**src/hw/rtl/dfht_pkg.sv**
```systemverilog
// Package for the depth frame history taps block.
// Holds field widths, reset values, register indexes and the sequencer state type.
// No dependencies.
package dfht_pkg;

  // Field and register widths
  localparam int DEPTH_W       = 16;
  localparam int NORM_W        = 16;
  localparam int INV_W         = 33;
  localparam int PROD_W        = DEPTH_W + INV_W;
  localparam int FRAME_LEN_W   = 11;
  localparam int AGE_W         = 6;
  localparam int TAP_AGES_W    = 48;
  localparam int TAP_IDX_W     = 3;
  localparam int PIX_IDX_W     = 10;
  localparam int CFG_DATA_W    = 64;
  localparam int CFG_ADDR_W    = 5;
  localparam int OUT_TDATA_W   = 32;

  // Saturation limit of the frames-seen counter
  localparam logic [AGE_W-1:0] FRAMES_SEEN_MAX = 6'd63;

  // Register reset values
  localparam logic [INV_W-1:0]       INV_RANGE_RST    = 33'd1717987;
  localparam logic [FRAME_LEN_W-1:0] FRAME_PIXELS_RST = 11'd576;
  localparam logic [TAP_AGES_W-1:0]  TAP_AGES_RST     = 48'd354591807395;

  // Register indexes, taken from paddr[4:3]
  typedef enum logic [1:0] {
    REG_MIN_DEPTH    = 2'd0,
    REG_INV_RANGE    = 2'd1,
    REG_FRAME_PIXELS = 2'd2,
    REG_TAP_AGES     = 2'd3
  } reg_idx_t;

  // Sequencer states
  typedef enum logic [1:0] {
    S_IDLE  = 2'd0,
    S_MUL   = 2'd1,
    S_WRITE = 2'd2,
    S_TAPS  = 2'd3
  } seq_state_t;

endpackage

```
**src/hw/rtl/dfht_norm.sv**
```systemverilog
// Depth normaliser: offset removal, reciprocal scaling and saturation to Q0.16.
// Depends on dfht_pkg.
module dfht_norm (
  input  logic                          clk,
  input  logic                          load_en,
  input  logic                          mul_en,
  input  logic [dfht_pkg::DEPTH_W-1:0]  sample_mm,
  input  logic [dfht_pkg::DEPTH_W-1:0]  floor_mm,
  input  logic [dfht_pkg::INV_W-1:0]    inverse_range,
  output logic [dfht_pkg::NORM_W-1:0]   norm_value
);

  import dfht_pkg::*;

  logic [DEPTH_W-1:0] diff_r;
  logic [DEPTH_W-1:0] diff_nxt;
  logic [PROD_W-1:0]  prod_r;

  // Distance above the minimum, clamped below at zero
  assign diff_nxt = (sample_mm > floor_mm) ? (sample_mm - floor_mm) : '0;

  always_ff @(posedge clk) begin
    if (load_en) begin
      diff_r <= diff_nxt;
    end
  end

  // Scaling multiply, registered
  always_ff @(posedge clk) begin
    if (mul_en) begin
      prod_r <= PROD_W'(diff_r) * PROD_W'(inverse_range);
    end
  end

  // Drop sixteen fraction bits and saturate at full scale
  assign norm_value = (|prod_r[PROD_W-1:2*NORM_W]) ? {NORM_W{1'b1}}
                                                    : prod_r[2*NORM_W-1:NORM_W];

endmodule

```
**config.mk**
```make
export PLATFORM = sky130hd
export DESIGN_NAME = dfht_norm
export DESIGN_NICKNAME = d
export VERILOG_FILES = /design/src/hw/rtl/dfht_pkg.sv /design/src/hw/rtl/dfht_norm.sv
export SDC_FILE = /design/constraint.sdc
export NUM_CORES = 1
export LEC_CHECK = 0
export ABC_AREA = 1
export BUFFER_PORTS_ARGS = -buffer_cell sky130_fd_sc_hd__buf_2
export CORE_MARGIN = 2
export CORE_UTILIZATION = 55
export DETAILED_ROUTE_END_ITERATION = 8
export PLACE_DENSITY = 0.72
export SLEW_MARGIN = 20
export SYNTH_ARGS = -nofsm -noshare
export SYNTH_HDL_FRONTEND = slang
export SYNTH_SLANG_ARGS = --single-unit
export TNS_END_PERCENT = 1
```
**constraint.sdc**
```tcl
create_clock -name clk -period 15.39 [get_ports clk]
set_input_delay 0.7695 -clock clk [delete_from_list [all_inputs] [get_ports clk]]
set_output_delay 0.7695 -clock clk [all_outputs]
set_load 0.03 [all_outputs]
```
---- Word level (Yosys, flattened, before mapping) ----
Cells that the tools add are included.
word-level totals
  input bits .............................. 68
  word-level logic and storage cells ...... 7
  output and inout bits ................... 16
  register bits after elaboration ......... 65
cells by class
  reduce and logical (&&, ||, !) cells .... 1
  muxes and demuxes ....................... 1
  add/subtract/negate cells ............... 1
  multipliers ............................. 1
  magnitude comparators ................... 1
operator list
  operator                      count
  multiplier 16 x 33 -> 49 bit  1
  OR reduction 17 bit           1
  > comparator 16 bit           1
  2-to-1 mux 16 bit             1
  subtractor 16 bit             1

---- Longest topological paths before layout ----
Gate-level depths: netlist of the first run.
  word-level depth ........................ 2
  mapped depth ............................ 28
  mapped depth without buffers ............ 26

---- Worst setup path before layout of the first run ----
No wires, ideal clock.
  path kind ............................... input to register
  start point ............................. input port inverse_range[30] in the netlist's numbering
  end point ............................... register prod_r[43] (data pin)
  stages .................................. 24
  buffers on the path ..................... 2
  required time ........................... 15.137 ns
  setup time .............................. 0.253 ns
  slack ................................... 9.402 ns
  data arrival time ....................... 5.736 ns
  path through ............................ clkbuf_1 clkbuf_1 nand2_1 fa_1 inv_1 fa_1 inv_1 fa_1 inv_1 fa_1 fa_1 inv_1 fa_1 inv_1 ha_1 nand2_1 nor2_1 inv_1 nor2_1 inv_1 nor3_1 nand3_1 nand4_1 nand2_1
on the way
  longest elaborated chain between the ends .. 1
ends and longest elaborated chain
  what                          line             RTL
  start, declared               dfht_norm.sv:9   input logic [dfht_pkg::INV_W-1:0] inverse_range,
  multiplier 16 x 33 -> 49 bit  dfht_norm.sv:31  prod_r <= PROD_W'(diff_r) * PROD_W'(inverse_range);
  end signal, assigned          dfht_norm.sv:31
  end, declared                 dfht_norm.sv:17  logic [PROD_W-1:0] prod_r;
No other way between the ends.
A chain may end at the register's enable or synchronous reset.

---- Worst setup path in the final report of the first run ----
  start point ............................. register diff_r[13]
  end point ............................... register prod_r[41] (data pin)
on the way
  longest elaborated chain between the ends .. 1
ends and longest elaborated chain
  what                          line             RTL
  start, declared               dfht_norm.sv:15  logic [DEPTH_W-1:0] diff_r;
  start signal, assigned        dfht_norm.sv:24  diff_r <= diff_nxt;
  multiplier 16 x 33 -> 49 bit  dfht_norm.sv:31
No other way between the ends.

==> results.yml, run 1 <==
grt:
  grt_pass1_vias: 17694
  grt_overflow_total: 0
  grt_usage_pct: 29.58
  grt_antenna_before_repair: 0
  grt_pass1_wl_um: 89340
  grt_max_degree: 34
yosys:
  syn_inst: 2674
  yosys.area.top_type: "fa_1"
  ys_seq_area_share_pct: 7.306
  synth.distinct_cells: 34
  synth_commonest_cells: "inv_1 (793), nand2_1 (743), fa_1 (432), ha_1 (134), clkbuf_1 (127)"
  yosysTopAreaCellShare_pct: 42.94
  ys_warn_count: 0
  ys_ff_latch: 49
  syn_nets: 3308
  synth_edf_count: 49
  synth_area_um2: 20140
  synth.avg_cell_area_um2: 7.532
  synth.top_cells.by_area: "fa_1 (43%), inv_1 (15%), nand2_1 (14%)"
  yosys_most_used_dff: "edfxtp_1"
  ys_async_sr_fraction_pct: 0
  yosysMostFrequentCell: "inv_1"
critical_path:
  path_class: "register to register"
  reg2reg_from: "diff_r[13]"
  reg2reg_slack_ns: 8.98
  crit_fanout: 25
  reg2reg_depth: 21
  path_cells: "buf_4 > nand2_1 > inv_1 > fa_1 > inv_1 > fa_1 > fa_1 > inv_1 > fa_1 > fa_1 > inv_1 > fa_1 > inv_1 > ha_1 > nand2_1 > nor2_1 > inv_1 > nor4_1 > nand3b_1 > nand4_1 > nand2_1"
  crit_path_end_kind: "register"
  r2r-end: "prod_r[41]"
  critPathLaunchType: "register"
  worst-endpoint-required_ns: 15.44
  slowest_delay_ns: 0.72
  cp_slowest_cell: "edfxtp_1"
  critPathArrivalTime_ns: 6.46
worst_hold_path:
  hold_path_class: "input pin to register"
  hold_end: "diff_r[0]"
  holdPathStages: 3
  hold_start: "floor_mm[0]"
floorplanning:
  row_count: 70
  io_pins: 84
  initial_core_util_pct: 55.41
  dieArea_um2: 38170
  die_h_um: 195.4
  die_w_um: 195.4
  core_um2: 36350
routing:
  antenna_left: 0
  wl_per_cell_um: 16.84
  wirelength_um: 52560
  vias: 16333
  first_iter_violations: 1217
  first_pass_iters: 5
  drc: 0
  via_per_inst: 5.233
layout:
  final_cells: 3121
  final_nets: 3286
  diodes: 0
  final_cell_area_um2: 20940
  area_growth_pct: 3.970
  layout-drive-gt1-share_pct: 4.825
timing:
  rsz0062_at_grt: "no"
  slew_headroom_pct: 40.70
  clock.fmax_mhz: 156.0
  period_share_pct: 41.64
  clock-skew-final_ns: 0.008584
  hold_ws_ns: 0.9010
  min_period_ns: 6.408
  setup_tns_ns: 0
  slew_viol_final: 0
  finalHoldViolCount: 0
  finalSetupViolCount: 0
  worst_slew_pin_slew_ns: 0.8862
job:
  maxCapViolCount: 0
place:
  routabilityCongestion: 0.9405
  port_buffers: 83
  dpl_cell_area_um2: 20760
  hpwl_um: 43420
  post-place-cells: 3111
cts:
  hold_buffers: 0
  cts_resized: 0
  cts_root_buffer: "clkbuf_16"
  numCtsBuffers: 5
  clk_pin_slew_ns: 0.08
  clockBufferDepth: 2
  post_cts_buffers: 0
  insertion_delay_ns: 0.30
  cts_sinks: 49
  htreeDepth: 2
  cts_tree: "yes"
outcome:
  status: "completed"
[registers in the layout (all words and copies together), names as in the netlist]
name and flops:
diff_r 16, prod_r 33
[cell families after synthesis]
logic type	after synthesis	share of synthesized area, %
and+or+nand+nor	942	18.36
buffers and inverters	922	17.22
adders and majority gates	566	51.26
AOI/OAI and AO/OA	170	4.765
DFF	49	7.306
xor gates and xnor gates	25	1.087
[how the worst max path moves through the flow]
stage | startpoint | endpoint | slack [ns] | cells past startpoint
3_5_place_dp | diff_r[1] | prod_r[48] | 8.88 | 22
2_1_floorplan | inverse_range[30] | prod_r[43] | 9.40 | 24
5_1_grt | diff_r[13] | prod_r[44] | 8.73 | 20
4_1_cts | diff_r[1] | prod_r[48] | 8.85 | 22
3_3_place_gp | diff_r[1] | prod_r[48] | 8.87 | 22
6_report | diff_r[13] | prod_r[41] | 8.98 | 21
[placed cells by master (no fill, tap or decap), drive strengths merged]
cell and instances:
a211oi 1, a21boi 1, a21o 12, a21oi 90
a31oi 5, and3 1, buf 99, clkbuf 5
clkinvlp 2, edfxtp 49, fa 432, ha 134
inv 795, nand2 745, nand3 40, nand3b 2
nand4 15, nor2 118, nor3 11, nor4 5
o21a 6, o21ai 48, o21bai 6, o311ai 1
or2 5, xnor2 8, xor2 17
[worst max-delay path: cells and delay by family (launching register included)]
| family | cells | cell delay, ns |
|---|---|---|
| adders and majority gates | 7 | 3.19 |
| buffers and inverters | 7 | 0.93 |
| and+or+nand+nor | 7 | 1.30 |
| DFF | 1 | 0.72 |
[per-stage QoR]
stage               setup WS (ns)  utilization, %
floorplan                   9.402               -
global placement            8.872           57.11
detailed placement          8.881           57.11
CTS                         8.850           57.53
global route                8.725           57.61
finish                      8.982           57.61
[layout make-up]
cell class              instances  area (um2)
fillers                      3344       15410
multi-input cells            1703       15200
inverters                     794        2980
flip-flops and latches         49        1471
well taps                     468       585.6
repair buffers                 99       550.5
clock buffers                   5       125.1
clock inverters                 3       26.28
[routing by layer]
metal / track usage (%) / vias up / part of all wire [%]
met3: 2.884 / 73 / 6.7
met5: 0 / - / 0
met1: 41.77 / 8053 / 43
met4: 7.096 / 0 / 2.0
met2: 49.68 / 670 / 48
li1: - / 7537 / -
Power of run 1 is left out: the tool's default activity adds up to more than one toggle a clock period on the data nets, which glitch-free logic cannot reach.
==> run 2, diff against run 1 <==
==> constraint.sdc (replaced) <==
create_clock -name clk -period 6.5 [get_ports clk]
set_input_delay 0.325 -clock clk [delete_from_list [all_inputs] [get_ports clk]]
set_output_delay 0.325 -clock clk [all_outputs]
set_load 0.03 [all_outputs]
==> results.yml, run 2 (same netlist as run 1, synthesis figures left out) <==
cts:
  hold_buffers: 0
  clockBufferDepth: 2
  cts_root_buffer: "clkbuf_16"
  cts_tree: "yes"
  insertion_delay_ns: 0.31
  cts_sinks: 49
  clk_pin_slew_ns: 0.07
  numCtsBuffers: 5
  htreeDepth: 2
critical_path:
  reg2reg_slack_ns: 0.47
  critPathArrivalTime_ns: 6.11
  worst-endpoint-required_ns: 6.59
  crit_path_end_kind: "register"
  startpoint: "diff_r[8]"
  crit_fanout: 26
  path_class: "register to register"
  reg2reg_from: "diff_r[8]"
  critPathLaunchType: "register"
routing:
  antenna_left: 0
  wirelength_um: 53560
  via_per_inst: 5.226
  first_pass_iters: 6
  drc: 0
  vias: 16503
  first_iter_violations: 1055
  wl_per_cell_um: 16.96
place:
  hpwl_um: 44670
  post-place-cells: 3146
  port_buffers: 83
  routabilityCongestion: 0.9883
  pre_cts_ws_ns: 0.3665
layout:
  final_cell_mix: "inv_1 (793), nand2_1 (743), fa_1 (432)"
  regMostFlops: "prod_r"
  top_regs: "prod_r x33, diff_r x16"
  largest_register_ffs: 33
  fin_util_pct: 58.63
  final_nets: 3322
  final_cells: 3158
  area_growth_pct: 5.802
  layout-drive-gt1-share_pct: 6.025
  final_common_cell: "inv_1"
grt:
  grt_antenna_before_repair: 0
  grt_max_degree: 34
  grt_pass1_wl_um: 90560
  grt_usage_pct: 30.04
  grt_overflow_total: 0
  grt_pass1_vias: 18264
timing:
  setup_tns_ns: 0
  rsz0062_at_grt: "no"
  min_period_ns: 6.026
  fin_ws_ns: 0.4737
  slew_headroom_pct: 29.49
  clock-skew-final_ns: 0.01681
  worst_slew_pin_slew_ns: 1.054
  finalHoldViolCount: 0
  period_share_pct: 92.71
  clock.fmax_mhz: 165.9
  slew_viol_final: 0
  finalSetupViolCount: 0
worst_hold_path:
  hold_start: "floor_mm[0]"
  hold_path_class: "input pin to register"
floorplanning:
  core_um2: 36350
  initial_core_util_pct: 55.41
  dieArea_um2: 38170
  io_pins: 84
  row_count: 70
  die_w_um: 195.4
  die_h_um: 195.4
outcome:
  status: "completed"
job:
  maxCapViolCount: 0
==> run 2: changes by cell type in the layout (fill, tap and decap cells not counted) <==
cell	before	now
buf_4	14	42
buf_12	0	10
buf_8	2	0
clkinv_1	0	2
clkinvlp_4	2	0
clkinv_2	0	1
diode_2	0	1
inv_8	1	0
==> run 2: critical path, cell delays in order, from the launching register on <==
cell and delay (ns):
edfxtp_1 0.33, buf_4 0.41, nand2_1 0.15, fa_1 0.54, inv_1 0.06, fa_1 0.48
fa_1 0.62, fa_1 0.46, fa_1 0.49, inv_1 0.05, fa_1 0.48, inv_1 0.05
ha_1 0.36, nand2_1 0.12, a21oi_1 0.16, nor2_1 0.07, o21ai_0 0.37, nand2_1 0.10
nand2_1 0.11, a21oi_1 0.06, xnor2_1 0.32
==> run 2: metal layers <==
layer | vias up | share of wire [%] | wire, um | track usage [%]
met4 | 0 | 2.4 | 1274 | 8.793
met1 | 8210 | 42 | 22520 | 40.02
met2 | 592 | 48 | 25840 | 51.24
met3 | 89 | 7.3 | 3919 | 4.508
li1 | 7612 | - | - | -
met5 | - | 0 | 0 | 0
==> run 2: per-stage QoR <==
step	area, um2	hold WS [ns]
after floorplan	20140	0.4375
after global placement	21130	0.7666
after detailed placement	21130	0.7723
after CTS	21270	0.4436
after global routing	21310	0.4680
final	21310	0.4525
==> run 2: final cells by class <==
cell class                      count  area (um2)
Tap cell                          468       585.6
Fill cell                        3354       15040
Clock buffer                        5       125.1
Inverter                          794        2980
Sequential cell                    49        1471
Multi-Input combinational cell   1703       15200
Clock inverter                      3       12.51
Antenna cell                        1       2.502
Timing Repair Buffer              135       930.9
==> run 2: repair_timing <==
action | CTS | global route
buffers inserted | 0 | 3
setup endpoints to repair | 0 | 1
endpoints found under the hold margin | 0 | 0
gates resized for setup | 0 | 0
==> run 2: path summary, 6_finish.rpt <==
| path | endpoint | cells after the start |
|---|---|---|
| worst max-delay path | prod_r[31] | 20 |
| worst min-delay path | diff_r[0] | 3 |
| worst min register to register | prod_r[36] | 8 |
| worst max register to register | prod_r[31] | 20 |
Power of run 2 is left out for the same reason.
==> run 3, diff against run 2 <==
--- a/config.mk
+++ b/config.mk
@@ -7,10 +7,12 @@
 export LEC_CHECK = 0
 export ABC_AREA = 1
 export BUFFER_PORTS_ARGS = -buffer_cell sky130_fd_sc_hd__buf_2
-export CORE_MARGIN = 2
+export CORE_MARGIN = 5
 export CORE_UTILIZATION = 55
 export DETAILED_ROUTE_END_ITERATION = 8
+export GPL_TIMING_DRIVEN = 0
 export PLACE_DENSITY = 0.72
+export RECOVER_POWER = 50
 export SLEW_MARGIN = 20
 export SYNTH_ARGS = -nofsm -noshare
 export SYNTH_HDL_FRONTEND = slang
==> results.yml, run 3 (same netlist as run 1, synthesis figures left out) <==
timing:
  finalHoldViolCount: 0
  min_period_ns: 6.355
  clock-skew-final_ns: 0.002727
  slew_viol_final: 34
  period_share_pct: 97.77
  clock.fmax_mhz: 157.4
  worst_slew_pin_slew_ns: 1.651
  rsz0062_at_grt: "yes"
  hold_ws_ns: 0.4785
  setup_tns_ns: 0
  finalSetupViolCount: 0
  slew_headroom_pct: -10.08
place:
  port_buffers: 52
  dpl_cell_area_um2: 20990
  routabilityCongestion: 1.020
  hpwl_um: 52240
layout:
  largest_register_ffs: 33
  layout-drive-gt1-share_pct: 5.990
  area_growth_pct: 6.107
  diodes: 0
  final_nets: 3372
  regMostFlops: "prod_r"
  top_regs: "prod_r x33, diff_r x16"
  fillers: 3453
  final_common_cell: "inv_1"
  final_cell_area_um2: 21370
  final_cell_mix: "inv_1 (794), nand2_1 (745), fa_1 (432)"
worst_hold_path:
  hold_path_class: "input pin to register"
  hold_start: "floor_mm[0]"
critical_path:
  path_common_cell: "fa_1"
  reg2reg_slack_ns: 0.15
  crit_family: "adder cells"
  path_cells: "buf_4 > buf_6 > nand2_1 > fa_1 > fa_1 > fa_1 > inv_1 > fa_1 > fa_1 > inv_1 > fa_1 > inv_1 > ha_1 > a21oi_1 > o21ai_1 > a21oi_2 > nor2_1 > o21bai_1 > nand3_1 > nand2_1 > nand2_1"
  slowest_delay_ns: 0.62
  cp_slowest_cell: "edfxtp_1"
  startpoint: "diff_r[3]"
  critPathArrivalTime_ns: 6.40
  path_class: "register to register"
  crit_fanout: 10
  reg2reg_from: "diff_r[3]"
  critPathLaunchType: "register"
  worst-endpoint-required_ns: 6.55
  crit_path_end_kind: "register"
  path_buf_inv: 5
grt:
  grt_use_met3_pct: 6.446
  grt_busiest_layer: "met2"
  grt_antenna_before_repair: 0
  grt_overflow_total: 0
  grt_use_met1_pct: 40.40
  grt_max_degree: 34
  grt_usage_pct: 30.91
  use_met2_pct: 51.91
  grt_pass1_wl_um: 97990
  grt_pass1_vias: 18132
floorplanning:
  core_um2: 36350
  die_w_um: 201.4
  dieArea_um2: 40550
  row_count: 70
  die_h_um: 201.4
  initial_core_util_pct: 55.41
  io_pins: 84
routing:
  first_iter_violations: 1255
  wl_per_cell_um: 19.17
  via_per_inst: 5.287
  antenna_left: 0
  vias: 16950
  first_pass_iters: 5
  wirelength_um: 61450
  drc: 0
cts:
  numCtsBuffers: 5
  cts_root_buffer: "clkbuf_16"
  clk_pin_slew_ns: 0.06
  cts_tree: "yes"
  insertion_delay_ns: 0.29
  hold_buffers: 0
  cts_sinks: 49
  htreeDepth: 2
  clockBufferDepth: 2
outcome:
  violations: "capacitance limit, slew limit"
  status: "finished with violations"
job:
  maxCapViolCount: 1
## run 3: final timing paths
kind / endpoint / depth (start not counted)
max: prod_r[44] / 21
min: diff_r[0] / 3
max reg2reg: prod_r[44] / 21
min reg2reg: prod_r[36] / 7
## run 3: per-layer routing
metal / up-vias / share of wire, % / wire length (um)
li1: 7724 / - / -
met1: 8374 / 39 / 24130
met2: 732 / 47 / 29030
met3: 120 / 9.7 / 5970
met4: 0 / 3.8 / 2322
met5: - / 0 / 0
## run 3: worst register-to-register path: cells and delay by family (launching register included)
family,cells,cell delay (ns)
flops,1,0.62
fa+ha+maj,7,3.54
buf+inv,5,0.56
compound gates,4,0.96
simple gates,5,0.44
## run 3: layout make-up
cell class | instances | area, um2 | share of cell area (%)
Multi-Input combinational cell | 1703 | 15190 | 71.07
Inverter | 794 | 2980 | 13.95
Sequential cell | 49 | 1471 | 6.885
Tap cell | 468 | 585.6 | 2.740
Buffer | 114 | 560.5 | 2.623
Timing Repair Buffer | 71 | 425.4 | 1.991
Clock buffer | 5 | 125.1 | 0.5855
Clock inverter | 2 | 35.03 | 0.1639
## run 3: what timing repair did
| action | CTS | global route |
|---|---|---|
| resized for setup | 44 | 92 |
| buffers inserted | 1 | 18 |
| setup endpoints to repair | 31 | 26 |
## run 3: metrics by stage
step / std cells / utilization, % / worst slack, ns
after floorplan: 2674 / - / 0.9562
final: 3206 / 58.80 / 0.1452
after global routing: 3206 / 58.80 / -0.03881
after detailed placement: 3194 / 57.74 / -0.5755
after global placement: 3194 / 57.74 / -0.4889
after CTS: 3192 / 58.26 / 0.003250
Power of run 3 is left out for the same reason.
